`src/hw/rtl/assert_macros.svh`:
```
// assertion macros shared by the rtl files
`ifndef ASSERT_MACROS_SVH
`define ASSERT_MACROS_SVH

`ifndef NO_ASSERTIONS

// property must hold at every clock edge outside reset
`define ASSERT_CLK(label, prop) \
  label: assert property (@(posedge clk) disable iff (rst) prop) \
    else $error("check failed");

// condition must never be true outside reset
`define ASSERT_NEVER(label, cond) \
  label: assert property (@(posedge clk) disable iff (rst) !(cond)) \
    else $error("forbidden condition seen");

`else

`define ASSERT_CLK(label, prop)
`define ASSERT_NEVER(label, cond)

`endif

`endif

```
`src/hw/rtl/pgb_pkg.sv`:
```
// types and constants of the packed glyph blitter
package pgb_pkg;

  localparam int XW         = 10;
  localparam int YW         = 8;
  localparam int ADDR_W     = 18;
  localparam int COLOR_W    = 8;
  localparam int PITCH_W    = 10;
  localparam int BPP_W      = 4;
  localparam int TABLE_AW   = 8;
  localparam int TABLE_DEPTH = 256;
  localparam int FIFO_DEPTH = 8;
  localparam int FIFO_AW    = 3;
  localparam int CNT_W      = 4;
  localparam int CFG_IDX_W  = 2;
  localparam int CFG_DATA_W = 10;
  localparam int IN_DATA_W  = 80;
  localparam int OUT_DATA_W = 32;

  localparam logic [CFG_IDX_W-1:0] REG_BPP       = 2'd0;
  localparam logic [CFG_IDX_W-1:0] REG_USE_TABLE = 2'd1;
  localparam logic [CFG_IDX_W-1:0] REG_PITCH     = 2'd2;

  typedef enum logic [1:0] {
    CMD_START = 2'd0,
    CMD_DATA  = 2'd1,
    CMD_TABLE = 2'd2,
    CMD_NONE  = 2'd3
  } cmd_t;

  typedef enum logic {
    SLOT_PIXEL = 1'b0,
    SLOT_TABLE = 1'b1
  } slot_kind_t;

  typedef struct packed {
    slot_kind_t        kind;
    logic              visible;
    logic              byte_end;
    logic [7:0]        value;
    logic [TABLE_AW-1:0] idx;
    logic [XW-1:0]     sx;
    logic [YW-1:0]     sy;
  } slot_t;

  typedef struct packed {
    logic [ADDR_W-1:0]  addr;
    logic [COLOR_W-1:0] color;
    logic               last;
  } out_word_t;

endpackage

```
`src/hw/rtl/pgb_ram.sv`:
```
// generic single-port-write ram with registered read
module pgb_ram #(
  parameter int WIDTH = 8,
  parameter int DEPTH = 256
) (
  input  logic                     clk,
  input  logic                     we,
  input  logic [$clog2(DEPTH)-1:0] waddr,
  input  logic [WIDTH-1:0]         wdata,
  input  logic [$clog2(DEPTH)-1:0] raddr,
  output logic [WIDTH-1:0]         rdata
);

  logic [WIDTH-1:0] mem [DEPTH];

  always_ff @(posedge clk) begin
    if (we) begin
      mem[waddr] <= wdata;
    end
    rdata <= mem[raddr];
  end

endmodule

```
`src/hw/rtl/pgb_unpack.sv`:
```
// input decode, glyph position state and per-pixel byte walker
`include "assert_macros.svh"
module pgb_unpack import pgb_pkg::*; #(
  parameter int SCREEN_WIDTH  = 320,
  parameter int SCREEN_HEIGHT = 200
) (
  input  logic                 clk,
  input  logic                 rst,
  input  logic                 s_axis_tvalid,
  output logic                 s_axis_tready,
  input  logic [IN_DATA_W-1:0] s_axis_tdata,
  input  logic [1:0]           s_axis_tuser,
  input  logic [BPP_W-1:0]     bpp,
  input  logic                 space,
  output logic                 slot_valid,
  output slot_t                slot
);

  logic [7:0]  glyph_width, glyph_ht, packed_byte, table_index, table_value;
  logic [10:0] origin_x, origin_y;
  logic [7:0]  offset_x, offset_y;
  cmd_t        cmd;

  logic        busy;
  slot_kind_t  kind;
  logic [7:0]  shift;
  logic [7:0]  tidx;
  logic [2:0]  rem;

  logic [7:0]  cur_width, cur_height, column_pos, row_pos;
  logic [11:0] base_x, base_y;

  logic        accept, last_fire, bpp_ok, done;
  logic [7:0]  value;
  logic [2:0]  slots_m1;
  logic [12:0] sx_full, sy_full;
  logic        in_x, in_y;
  logic [8:0]  col_inc;

  assign glyph_width  = s_axis_tdata[7:0];
  assign glyph_ht     = s_axis_tdata[15:8];
  assign origin_x     = s_axis_tdata[26:16];
  assign origin_y     = s_axis_tdata[37:27];
  assign offset_x     = s_axis_tdata[45:38];
  assign offset_y     = s_axis_tdata[53:46];
  assign packed_byte  = s_axis_tdata[61:54];
  assign table_index  = s_axis_tdata[69:62];
  assign table_value  = s_axis_tdata[77:70];
  assign cmd          = cmd_t'(s_axis_tuser);

  assign slot_valid    = busy && space;
  assign last_fire     = slot_valid && (rem == 3'd0);
  assign s_axis_tready = !busy || last_fire;
  assign accept        = s_axis_tvalid && s_axis_tready;
  assign bpp_ok        = bpp inside {4'd1, 4'd2, 4'd4, 4'd8};
  assign done          = (cur_width == 8'd0) || (row_pos >= cur_height);

  always_comb begin
    case (bpp)
      4'd1:    value = {7'b0, shift[7]};
      4'd2:    value = {6'b0, shift[7:6]};
      4'd4:    value = {4'b0, shift[7:4]};
      default: value = shift;
    endcase
  end

  always_comb begin
    case (bpp)
      4'd1:    slots_m1 = 3'd7;
      4'd2:    slots_m1 = 3'd3;
      4'd4:    slots_m1 = 3'd1;
      default: slots_m1 = 3'd0;
    endcase
  end

  assign sx_full = {base_x[11], base_x} + {5'b0, column_pos};
  assign sy_full = {base_y[11], base_y} + {5'b0, row_pos};
  assign in_x    = !sx_full[12] && (sx_full < 13'(SCREEN_WIDTH));
  assign in_y    = !sy_full[12] && (sy_full < 13'(SCREEN_HEIGHT));
  assign col_inc = {1'b0, column_pos} + 9'd1;

  always_comb begin
    slot.kind     = kind;
    slot.visible  = (kind == SLOT_PIXEL) && !done && (value != 8'd0) && in_x && in_y;
    slot.byte_end = (rem == 3'd0);
    slot.value    = (kind == SLOT_PIXEL) ? value : shift;
    slot.idx      = tidx;
    slot.sx       = sx_full[XW-1:0];
    slot.sy       = sy_full[YW-1:0];
  end

  always_ff @(posedge clk) begin
    if (rst) begin
      busy       <= 1'b0;
      cur_width  <= '0;
      cur_height <= '0;
      column_pos <= '0;
      row_pos    <= '0;
      base_x     <= '0;
      base_y     <= '0;
    end else begin
      if (slot_valid) begin
        if (kind == SLOT_PIXEL && !done) begin
          if (col_inc >= {1'b0, cur_width}) begin
            column_pos <= '0;
            row_pos    <= row_pos + 8'd1;
          end else begin
            column_pos <= col_inc[7:0];
          end
        end
        shift <= shift << bpp;
        rem   <= rem - 3'd1;
        if (rem == 3'd0) begin
          busy <= 1'b0;
        end
      end
      if (accept) begin
        case (cmd)
          CMD_START: begin
            cur_width  <= glyph_width;
            cur_height <= glyph_ht;
            base_x     <= {origin_x[10], origin_x} + {{4{offset_x[7]}}, offset_x};
            base_y     <= {origin_y[10], origin_y} + {{4{offset_y[7]}}, offset_y};
            column_pos <= '0;
            row_pos    <= '0;
          end
          CMD_DATA: begin
            if (bpp_ok) begin
              busy  <= 1'b1;
              kind  <= SLOT_PIXEL;
              shift <= packed_byte;
              rem   <= slots_m1;
            end
          end
          CMD_TABLE: begin
            busy  <= 1'b1;
            kind  <= SLOT_TABLE;
            shift <= table_value;
            tidx  <= table_index;
            rem   <= 3'd0;
          end
          default: begin
          end
        endcase
      end
    end
  end

  `ASSERT_NEVER(a_row_bound, row_pos > cur_height)
  `ASSERT_CLK(a_col_bound, column_pos == 8'd0 || column_pos < cur_width)
  `ASSERT_CLK(a_job_continues, slot_valid && rem != 3'd0 |=> busy)

endmodule

```
`src/hw/rtl/pgb_emit.sv`:
```
// color lookup, address multiply, last-write hold-back and output queue
`include "assert_macros.svh"
module pgb_emit import pgb_pkg::*; (
  input  logic                  clk,
  input  logic                  rst,
  input  logic                  slot_valid,
  input  slot_t                 slot,
  input  logic                  use_color_table,
  input  logic [PITCH_W-1:0]    line_pitch,
  output logic                  space,
  output logic                  m_axis_tvalid,
  input  logic                  m_axis_tready,
  output logic [OUT_DATA_W-1:0] m_axis_tdata,
  output logic                  m_axis_tlast
);

  slot_t               r1;
  logic                r1_v;
  logic                r2_v, r2_visible, r2_byte_end;
  logic [7:0]          r2_value;
  logic [XW-1:0]       r2_sx;
  logic [ADDR_W-1:0]   r2_prod;
  logic [COLOR_W-1:0]  ram_q;

  logic                held_v, held_final;
  logic [ADDR_W-1:0]   held_addr;
  logic [COLOR_W-1:0]  held_color;

  logic [ADDR_W-1:0]   new_addr;
  logic [COLOR_W-1:0]  new_color;
  logic                push, held_take, held_clear, pop;
  out_word_t           push_word;

  out_word_t           fifo_mem [FIFO_DEPTH];
  logic [FIFO_AW-1:0]  wr_ptr, rd_ptr;
  logic [CNT_W-1:0]    count;
  logic [CNT_W:0]      inflight;
  out_word_t           head;

  pgb_ram #(
    .WIDTH (COLOR_W),
    .DEPTH (TABLE_DEPTH)
  ) u_color_map (
    .clk   (clk),
    .we    (r1_v && r1.kind == SLOT_TABLE),
    .waddr (r1.idx),
    .wdata (r1.value),
    .raddr (r1.value),
    .rdata (ram_q)
  );

  always_ff @(posedge clk) begin
    if (rst) begin
      r1_v <= 1'b0;
      r2_v <= 1'b0;
    end else begin
      r1_v <= slot_valid;
      r2_v <= r1_v && (r1.kind == SLOT_PIXEL);
    end
    r1          <= slot;
    r2_visible  <= r1.visible;
    r2_byte_end <= r1.byte_end;
    r2_value    <= r1.value;
    r2_sx       <= r1.sx;
    r2_prod     <= {{(ADDR_W-YW){1'b0}}, r1.sy} * {{(ADDR_W-PITCH_W){1'b0}}, line_pitch};
  end

  assign new_addr  = r2_prod + {{(ADDR_W-XW){1'b0}}, r2_sx};
  assign new_color = use_color_table ? ram_q : r2_value;

  always_comb begin
    push       = 1'b0;
    held_take  = 1'b0;
    held_clear = 1'b0;
    push_word.addr  = held_addr;
    push_word.color = held_color;
    push_word.last  = 1'b0;
    if (held_v && held_final) begin
      push           = 1'b1;
      push_word.last = 1'b1;
      if (r2_v && r2_visible) begin
        held_take = 1'b1;
      end else begin
        held_clear = 1'b1;
      end
    end else if (held_v) begin
      if (r2_v && r2_visible) begin
        push      = 1'b1;
        held_take = 1'b1;
      end else if (r2_v && r2_byte_end) begin
        push           = 1'b1;
        push_word.last = 1'b1;
        held_clear     = 1'b1;
      end
    end else if (r2_v && r2_visible) begin
      held_take = 1'b1;
    end
  end

  always_ff @(posedge clk) begin
    if (rst) begin
      held_v <= 1'b0;
    end else if (held_take) begin
      held_v <= 1'b1;
    end else if (held_clear) begin
      held_v <= 1'b0;
    end
    if (held_take) begin
      held_addr  <= new_addr;
      held_color <= new_color;
      held_final <= r2_byte_end;
    end
  end

  assign head          = fifo_mem[rd_ptr];
  assign m_axis_tvalid = (count != '0);
  assign m_axis_tdata  = {{(OUT_DATA_W-ADDR_W-COLOR_W){1'b0}}, head.color, head.addr};
  assign m_axis_tlast  = head.last;
  assign pop           = m_axis_tvalid && m_axis_tready;

  assign inflight = {1'b0, count} + (CNT_W+1)'(r1_v) + (CNT_W+1)'(r2_v)
                  + (CNT_W+1)'(held_v);
  assign space    = inflight < (CNT_W+1)'(FIFO_DEPTH);

  always_ff @(posedge clk) begin
    if (rst) begin
      wr_ptr <= '0;
      rd_ptr <= '0;
      count  <= '0;
    end else begin
      if (push) begin
        wr_ptr <= wr_ptr + FIFO_AW'(1);
      end
      if (pop) begin
        rd_ptr <= rd_ptr + FIFO_AW'(1);
      end
      count <= count + CNT_W'(push) - CNT_W'(pop);
    end
    if (push) begin
      fifo_mem[wr_ptr] <= push_word;
    end
  end

  `ASSERT_CLK(a_no_overflow, push && !pop |-> count < CNT_W'(FIFO_DEPTH))
  `ASSERT_NEVER(a_credit_bound, inflight > (CNT_W+1)'(FIFO_DEPTH))
  `ASSERT_CLK(a_final_drains, held_v && held_final |=> $past(push))

endmodule

```
`src/hw/rtl/packed_glyph_blitter_top.sv`:
```
// Packed glyph blitter: turns bit-packed font glyph bytes into pixel writes.
// A data word is walked one pixel per cycle while the output side has space;
// a byte yields 8 / bits_per_pixel pixels (8 at 1 bpp, 1 at 8 bpp), a table
// word a single slot and start and ignored words none, and a start word is
// taken in the same cycle as the last pixel of the previous byte. After the
// r1 and r2 stages a visible pixel is held until a later visible pixel or
// the end of its byte shows whether it was the byte's last write. The color
// table is a 256 x 8 ram whose registered read is used at the r2 stage; it
// is not cleared at reset and must be loaded before use. A short output
// queue decouples the downstream side; the walker stalls once the queue
// together with the stages feeding it holds eight words.
module packed_glyph_blitter_top import pgb_pkg::*; #(
  parameter int SCREEN_WIDTH  = 320,
  parameter int SCREEN_HEIGHT = 200
) (
  input  logic                  clk,
  input  logic                  rst,
  input  logic                  s_axis_tvalid,
  output logic                  s_axis_tready,
  // glyph_width, glyph_ht, origin_x, origin_y, offset_x, offset_y,
  // packed_byte, table_index, table_value, zero pad
  input  logic [IN_DATA_W-1:0]  s_axis_tdata,
  // cmd
  input  logic [1:0]            s_axis_tuser,
  output logic                  m_axis_tvalid,
  input  logic                  m_axis_tready,
  // pixel_address, pixel_color, zero pad
  output logic [OUT_DATA_W-1:0] m_axis_tdata,
  output logic                  m_axis_tlast,
  input  logic                  cfg_we,
  input  logic [CFG_IDX_W-1:0]  cfg_index,
  input  logic [CFG_DATA_W-1:0] cfg_data
);

  logic [BPP_W-1:0]   bits_per_pixel;
  logic               use_color_table;
  logic [PITCH_W-1:0] line_pitch;
  logic               space;
  logic               slot_valid;
  slot_t              slot;

  always_ff @(posedge clk) begin
    if (rst) begin
      bits_per_pixel  <= BPP_W'(1);
      use_color_table <= 1'b0;
      line_pitch      <= PITCH_W'(320);
    end else if (cfg_we) begin
      case (cfg_index)
        REG_BPP:       bits_per_pixel  <= cfg_data[BPP_W-1:0];
        REG_USE_TABLE: use_color_table <= cfg_data[0];
        REG_PITCH:     line_pitch      <= cfg_data[PITCH_W-1:0];
        default: begin
        end
      endcase
    end
  end

  pgb_unpack #(
    .SCREEN_WIDTH  (SCREEN_WIDTH),
    .SCREEN_HEIGHT (SCREEN_HEIGHT)
  ) u_unpack (
    .clk           (clk),
    .rst           (rst),
    .s_axis_tvalid (s_axis_tvalid),
    .s_axis_tready (s_axis_tready),
    .s_axis_tdata  (s_axis_tdata),
    .s_axis_tuser  (s_axis_tuser),
    .bpp           (bits_per_pixel),
    .space         (space),
    .slot_valid    (slot_valid),
    .slot          (slot)
  );

  pgb_emit u_emit (
    .clk             (clk),
    .rst             (rst),
    .slot_valid      (slot_valid),
    .slot            (slot),
    .use_color_table (use_color_table),
    .line_pitch      (line_pitch),
    .space           (space),
    .m_axis_tvalid   (m_axis_tvalid),
    .m_axis_tready   (m_axis_tready),
    .m_axis_tdata    (m_axis_tdata),
    .m_axis_tlast    (m_axis_tlast)
  );

endmodule
```
`config.mk`:
```
export PLATFORM = sky130hd
export DESIGN_NAME = packed_glyph_blitter_top
export DESIGN_NICKNAME = d
export VERILOG_FILES = /design/src/hw/rtl/pgb_pkg.sv /design/src/hw/rtl/pgb_ram.sv /design/src/hw/rtl/pgb_unpack.sv /design/src/hw/rtl/pgb_emit.sv /design/src/hw/rtl/packed_glyph_blitter_top.sv
export VERILOG_INCLUDE_DIRS = /design/src /design/src/hw/rtl
export SDC_FILE = /design/constraint.sdc
export NUM_CORES = 2
export LEC_CHECK = 0
export ABC_CLOCK_PERIOD_IN_PS = 9800
export BUFFER_PORTS_ARGS = -buffer_cell sky130_fd_sc_hd__buf_2
export CAP_MARGIN = 30
export CORE_MARGIN = 2
export CORE_UTILIZATION = 30
export CTS_CLUSTER_SIZE = 30
export DETAILED_ROUTE_END_ITERATION = 12
export GPL_ROUTABILITY_DRIVEN = 1
export SYNTH_ARGS = -nofsm -noshare
export SYNTH_HDL_FRONTEND = slang
export SYNTH_SLANG_ARGS = --single-unit
```
`constraint.sdc`:
```
create_clock -name clk -period 9.8 [get_ports clk]
set_clock_uncertainty 0.2 [all_clocks]
set_input_delay 1.47 -clock clk [delete_from_list [all_inputs] [get_ports clk]]
set_output_delay 1.47 -clock clk [all_outputs]
set_load 0.01 [all_outputs]
```
-- Yosys cells after proc, flatten, opt, wreduce, memory -nomap -nowiden
Memory sizes are Yosys's and may differ from the RTL's. A register that Yosys moved wholly into a read port is not among the register bits.
Index checks and enable logic that the tools add are counted.
- register bits after elaboration: 207
- memory bits (writable): 2264
- input bits: 99
- memories kept: 2
- $add $sub $neg: 15
- $mul: 1
- $lt $le $gt $ge: 5
- eq/ne operators: 9
- shifts and indexed selects: 1
- multiplexer cells: 47
- bitwise operators: 3
- reductions and logical operators: 36
- memories (memory ; words ; width ; rd ports ; clocked after memory_dff ; wr ports ; line ; source):
    u_emit.u_color_map.mem ; 256 ; 8 ; 1 ; 1 ; 1 ; pgb_ram.sv:14 ; logic [WIDTH-1:0] mem [DEPTH];
    u_emit.fifo_mem ; 8 ; 27 ; 1 ; 1 ; 1 ; pgb_emit.sv:34 ; out_word_t fifo_mem [FIFO_DEPTH];
- operators with widths (kind ; number):
    2-to-1 mux 8 bit ; 15
    adder 12 x 9 -> 13 bit ; 2
    adder 11 x 8 -> 12 bit ; 2
    case mux 8 bit (3 select lines) ; 1
    2-to-1 mux 1 bit ; 21
    adder 18 x 10 -> 18 bit ; 1
    multiplier 8 x 10 -> 18 bit ; 1
    case mux 8 bit (2 select lines) ; 1
    logical AND 1 bit ; 15
    2-to-1 mux 3 bit ; 5
    < comparator 13 x 8 -> 1 bit, second input constant ; 1
    < comparator 13 x 9 -> 1 bit, second input constant ; 1
    adder 5 x 1 -> 5 bit ; 2
    adder 8 x 1 -> 9 bit, second input constant ; 1
    >= comparator 9 x 8 -> 1 bit ; 1
    case mux 3 bit (3 select lines) ; 1
    adder 8 x 1 -> 8 bit, second input constant ; 1
    >= comparator 8 bit ; 1
    zero test 8 bit ; 1
    AND reduction 2 bit ; 4
    nonzero test 4 bit ; 2
    nonzero test 8 bit ; 1
    << shifter 8 x 4 -> 8 bit ; 1
    adder 3 x 1 -> 3 bit, second input constant ; 2
    other kinds (22) ; 33

-- Logic depth before layout (Yosys ltp)
- depth in word-level cells: 9
- gate-level depth with buffers: 18
- gate-level depth less buffers: 17

-- Cells and area by module
A second synthesis with hierarchy kept.
- cells, all modules: 5431
- area, all modules: 100810.4 sq um
- by module, submodules not included (module ; times used ; cells each ; area an instance (sq um) ; seq. area each (sq um)):
    pgb_ram ; 1 ; 3733 ; 79556.3 ; 61659.1
    pgb_emit ; 1 ; 894 ; 14498.9 ; 9118.7
    pgb_unpack ; 1 ; 741 ; 6104.6 ; 1741.7
    packed_glyph_blitter_top ; 1 ; 63 ; 650.6 ; 300.3

-- Worst setup path before layout
OpenSTA, ideal clock, no wires.
- kind: reg2reg
- start: register u_emit.r1[26] (netlist bit)
- end: register u_emit.u_color_map.rdata[4], read port of u_emit.u_color_map.mem
- library setup time: 0.127 ns
- arrival time: 5.599 ns
- required time: 9.473 ns
- setup slack: 3.874 ns
- cell stages (with the launch flop): 10
- cell sequence: dfxtp_1 -> buf_4 -> buf_6 -> buf_2 -> mux4_2 -> mux2_2 -> nand2_1 -> nand3_1 -> nor3_1 -> nor4_1
- RTL lines (item ; line ; source):
    from (decl) ; pgb_emit.sv:17 ; slot_t r1;
    from (signal assigned) ; pgb_emit.sv:60 ; r1 <= slot;
    to (decl) ; pgb_ram.sv:11 ; output logic [WIDTH-1:0] rdata

==> run summary <==
status -> complete, no violations
number of clock sinks -> 2482
RSZ-0062 raised after global routing -> no
FF-to-FF End -> u_emit.r2_prod[16]$_DFF_P_
Post-Syn Area -> 99800 sq um
vias in the first global route -> 51200
Worst-Skew Late Latency -> 900 ps
Post-DP Area -> 106000 sq um
largest net degree at the start of global routing -> 150
Final period util -> 49.4%
Seq/Total Area, Yosys -> 73.0%
worst hold slack -> 126 ps
commonest non-fill, non-tap cell in the layout -> edfxtp_1
CP max FO -> 43
1st-iter DRT viols -> 4887
area occupied by registers -> 72900 sq um
Post-CTS Setup Bufs -> 0
Worst Tran Pin Value -> 1050 ps
Total Wirelength -> 234000 um
Reg2Reg Setup Slack -> 5040 ps
Worst-path clk slew -> 60 ps
final hold vios -> 0
die width -> 581 um
worst min path class -> flip-flop to flip-flop
Multi-input gate area -> 25100 sq um
setup TNS after final layout -> 0 ps
Max Freq -> 206 MHz
crit path to -> m_axis_tdata[8]
Std-Cell Rows -> 211
DRC viols -> 0
pwr/cell area -> 204 nW/um^2
HPWL after DPL -> 146000 um
synth unique cells -> 74
core area -> 331000 sq um
Worst EP arrival -> 3170 ps
Worst Path Required -> 8130 ps
critical setup path kind -> flip-flop to primary output
first-pass GRT wire length -> 344000 um
commonest cells after routing, fill and taps aside -> 2311 x edfxtp_1, 532 x mux4_2, 382 x nor2_1
Design Area, Final -> 113000 sq um
Final ANT Viol Nets -> 0
grt ovf -> 0
count of input and output buffers -> 125
gr usage total -> 13.5%
I/O pins -> 134
initial antenna violation count -> 6
net total in the final layout -> 5774
share of cells above drive strength 1 -> 20.8%
first-pass iteration count of the detailed router -> 6
non-filler instance count after layout -> 10000
H-tree depth -> 4
Reg2Reg Depth -> 16
Die ar. -> 337000 sq um
Routability Congestion -> 0.830
Area Growth Syn to Fin -> 12.8%
ys flop type -> edfxtp_1
Post-synth ARST share -> 0%
Initial Util -> 30.2%
CTS buffer count -> 227
syn avg cell area -> 18.8 sq um
#FFs+latches synth -> 2482
RR Startpoint -> line_pitch[5]$_SDFFE_PP0P_
# setup viols final -> 0
Synth Instances -> 5319
# fillers -> 31000
vias per inst -> 4.98
CP endpoint kind -> primary output
relative max-transition margin -> 29.7%
Post-synth EDFFs -> 2311
crit start category -> flip-flop
dpl cells -> 9633
# hold bufs at CTS -> 0
fin crit period -> 4840 ps
max_cap viols -> 0
Yosys warning count -> 0
root buf cell -> clkbuf_16
CTS tree -> yes
vias -> 50100
WL per Instance -> 23.3 um
max-slew violation count -> 0
die height -> 581 um
Max Buffers Root-to-Sink -> 4
Worst VDD drop -> 169 uV
static leakage -> 35.4 nW
post-CTS sizing -> 0
==> kinds of logic after synthesis <==
family                   count (synthesis)  share of synthesized area (%)
AO/OA/AOI/OAI                          539                           3.62
XOR/XNOR                                86                          0.755
adder cells (fa/ha/maj)                173                           2.58
buffers and inverters                  410                           1.97
flip-flops                            2482                           73.0
multiplexers                           713                           13.9
other                                    1                        0.00376
AND/OR/NAND/NOR                        915                           4.22
==> sequential cells by signal (all words and copies together) (netlist names), 10 cells and up, named ones only <==
signal / count
u_emit.fifo_mem: 216
u_emit.r1: 37
u_emit.r2_prod: 18
u_emit.r2_sx: 10
u_unpack.base_y: 12
u_unpack.base_x: 12
line_pitch: 10
u_emit.u_color_map.mem: 2048
u_emit.held_addr: 18
==> through the flow <==
step | setup slack (ps) | total power, mW | util, %
after floorplan | 3870 | 14.0 | -
after global placement | 5020 | 14.7 | 31.8
after detailed placement | 4980 | 14.8 | 31.9
after CTS | 4780 | 23.2 | 34.0
after global routing | 4720 | 23.7 | 34.0
final | 4960 | 23.0 | 34.0
==> cell type report <==
cell class                 count  area share [%]
clock inverter               127           0.875
antenna                        1         0.00222
sequential                  2482            64.7
clock buffer                 279            5.28
tap                         4366            4.85
timing repair buffer         233            1.53
multi-input combinational   2432            22.3
inverter                     126           0.420
==> cell usage after synthesis (all sizes together) (17+ instances only) <==
| library cell | number | area [sq um] |
|---|---|---|
| edfxtp | 2311 | 69400 |
| a22o | 36 | 315 |
| nor2b | 39 | 244 |
| nand2 | 193 | 724 |
| a221oi | 18 | 164 |
| and2 | 80 | 502 |
| a31oi | 26 | 163 |
| xnor2 | 63 | 552 |
| nand4 | 21 | 131 |
| nand2b | 17 | 106 |
| nand3 | 66 | 330 |
| o221ai | 17 | 149 |
| xor2 | 23 | 201 |
| mux2 | 55 | 619 |
| a22oi | 53 | 398 |
| a211oi | 46 | 345 |
| nor4 | 24 | 169 |
| nor2 | 388 | 1460 |
| o21ai | 39 | 199 |
| a21oi | 127 | 639 |
| dfxtp | 171 | 3420 |
| fa | 55 | 1100 |
| o22ai | 103 | 644 |
| buf | 146 | 971 |
| mux4 | 532 | 12000 |
| inv | 126 | 473 |
| clkbuf | 138 | 518 |
| nor3 | 39 | 200 |
| mux2i | 126 | 1260 |
| ha | 118 | 1480 |
==> critical path: stages (launching register included) <==
cell and delay (ps):
dfxtp_4 510, buf_4 760, mux4_2 600, mux2_2 320, buf_2 150
==> power breakdown <==
group / internal [mW] / total [mW] / switching, mW
registers: 11.8 / 12.0 / 0.159
logic: 1.04 / 2.52 / 1.48
clock network: 4.66 / 8.44 / 3.79
total: 17.5 / 23.0 / 5.43
==> metal layers <==
layer	vias up	GRT usage (%)	routed length (um)
li1	21600	-	-
met1	26500	17.9	98100
met2	1558	22.8	116000
met3	357	1.89	13300
met4	0	4.20	6980
met5	-	0	0
==> worst min-delay path by stage <==
stage	from	end	slack, ps	cells past startpoint
detailed placement	u_emit.r1[11]$_DFF_P_	u_emit.r2_sx[3]$_DFF_P_	120	0
floorplan	u_emit.r1[34]$_DFF_P_	u_emit.r2_byte_end$_DFF_P_	110	0
finish	u_emit.r1[11]$_DFF_P_	u_emit.r2_sx[3]$_DFF_P_	130	0
CTS	u_emit.r1[11]$_DFF_P_	u_emit.r2_sx[3]$_DFF_P_	130	0
global placement	u_emit.r1[13]$_DFF_P_	u_emit.r2_sx[5]$_DFF_P_	110	0
global route	u_emit.r1[11]$_DFF_P_	u_emit.r2_sx[3]$_DFF_P_	140	0
Power figures use the tool's default switching activity.
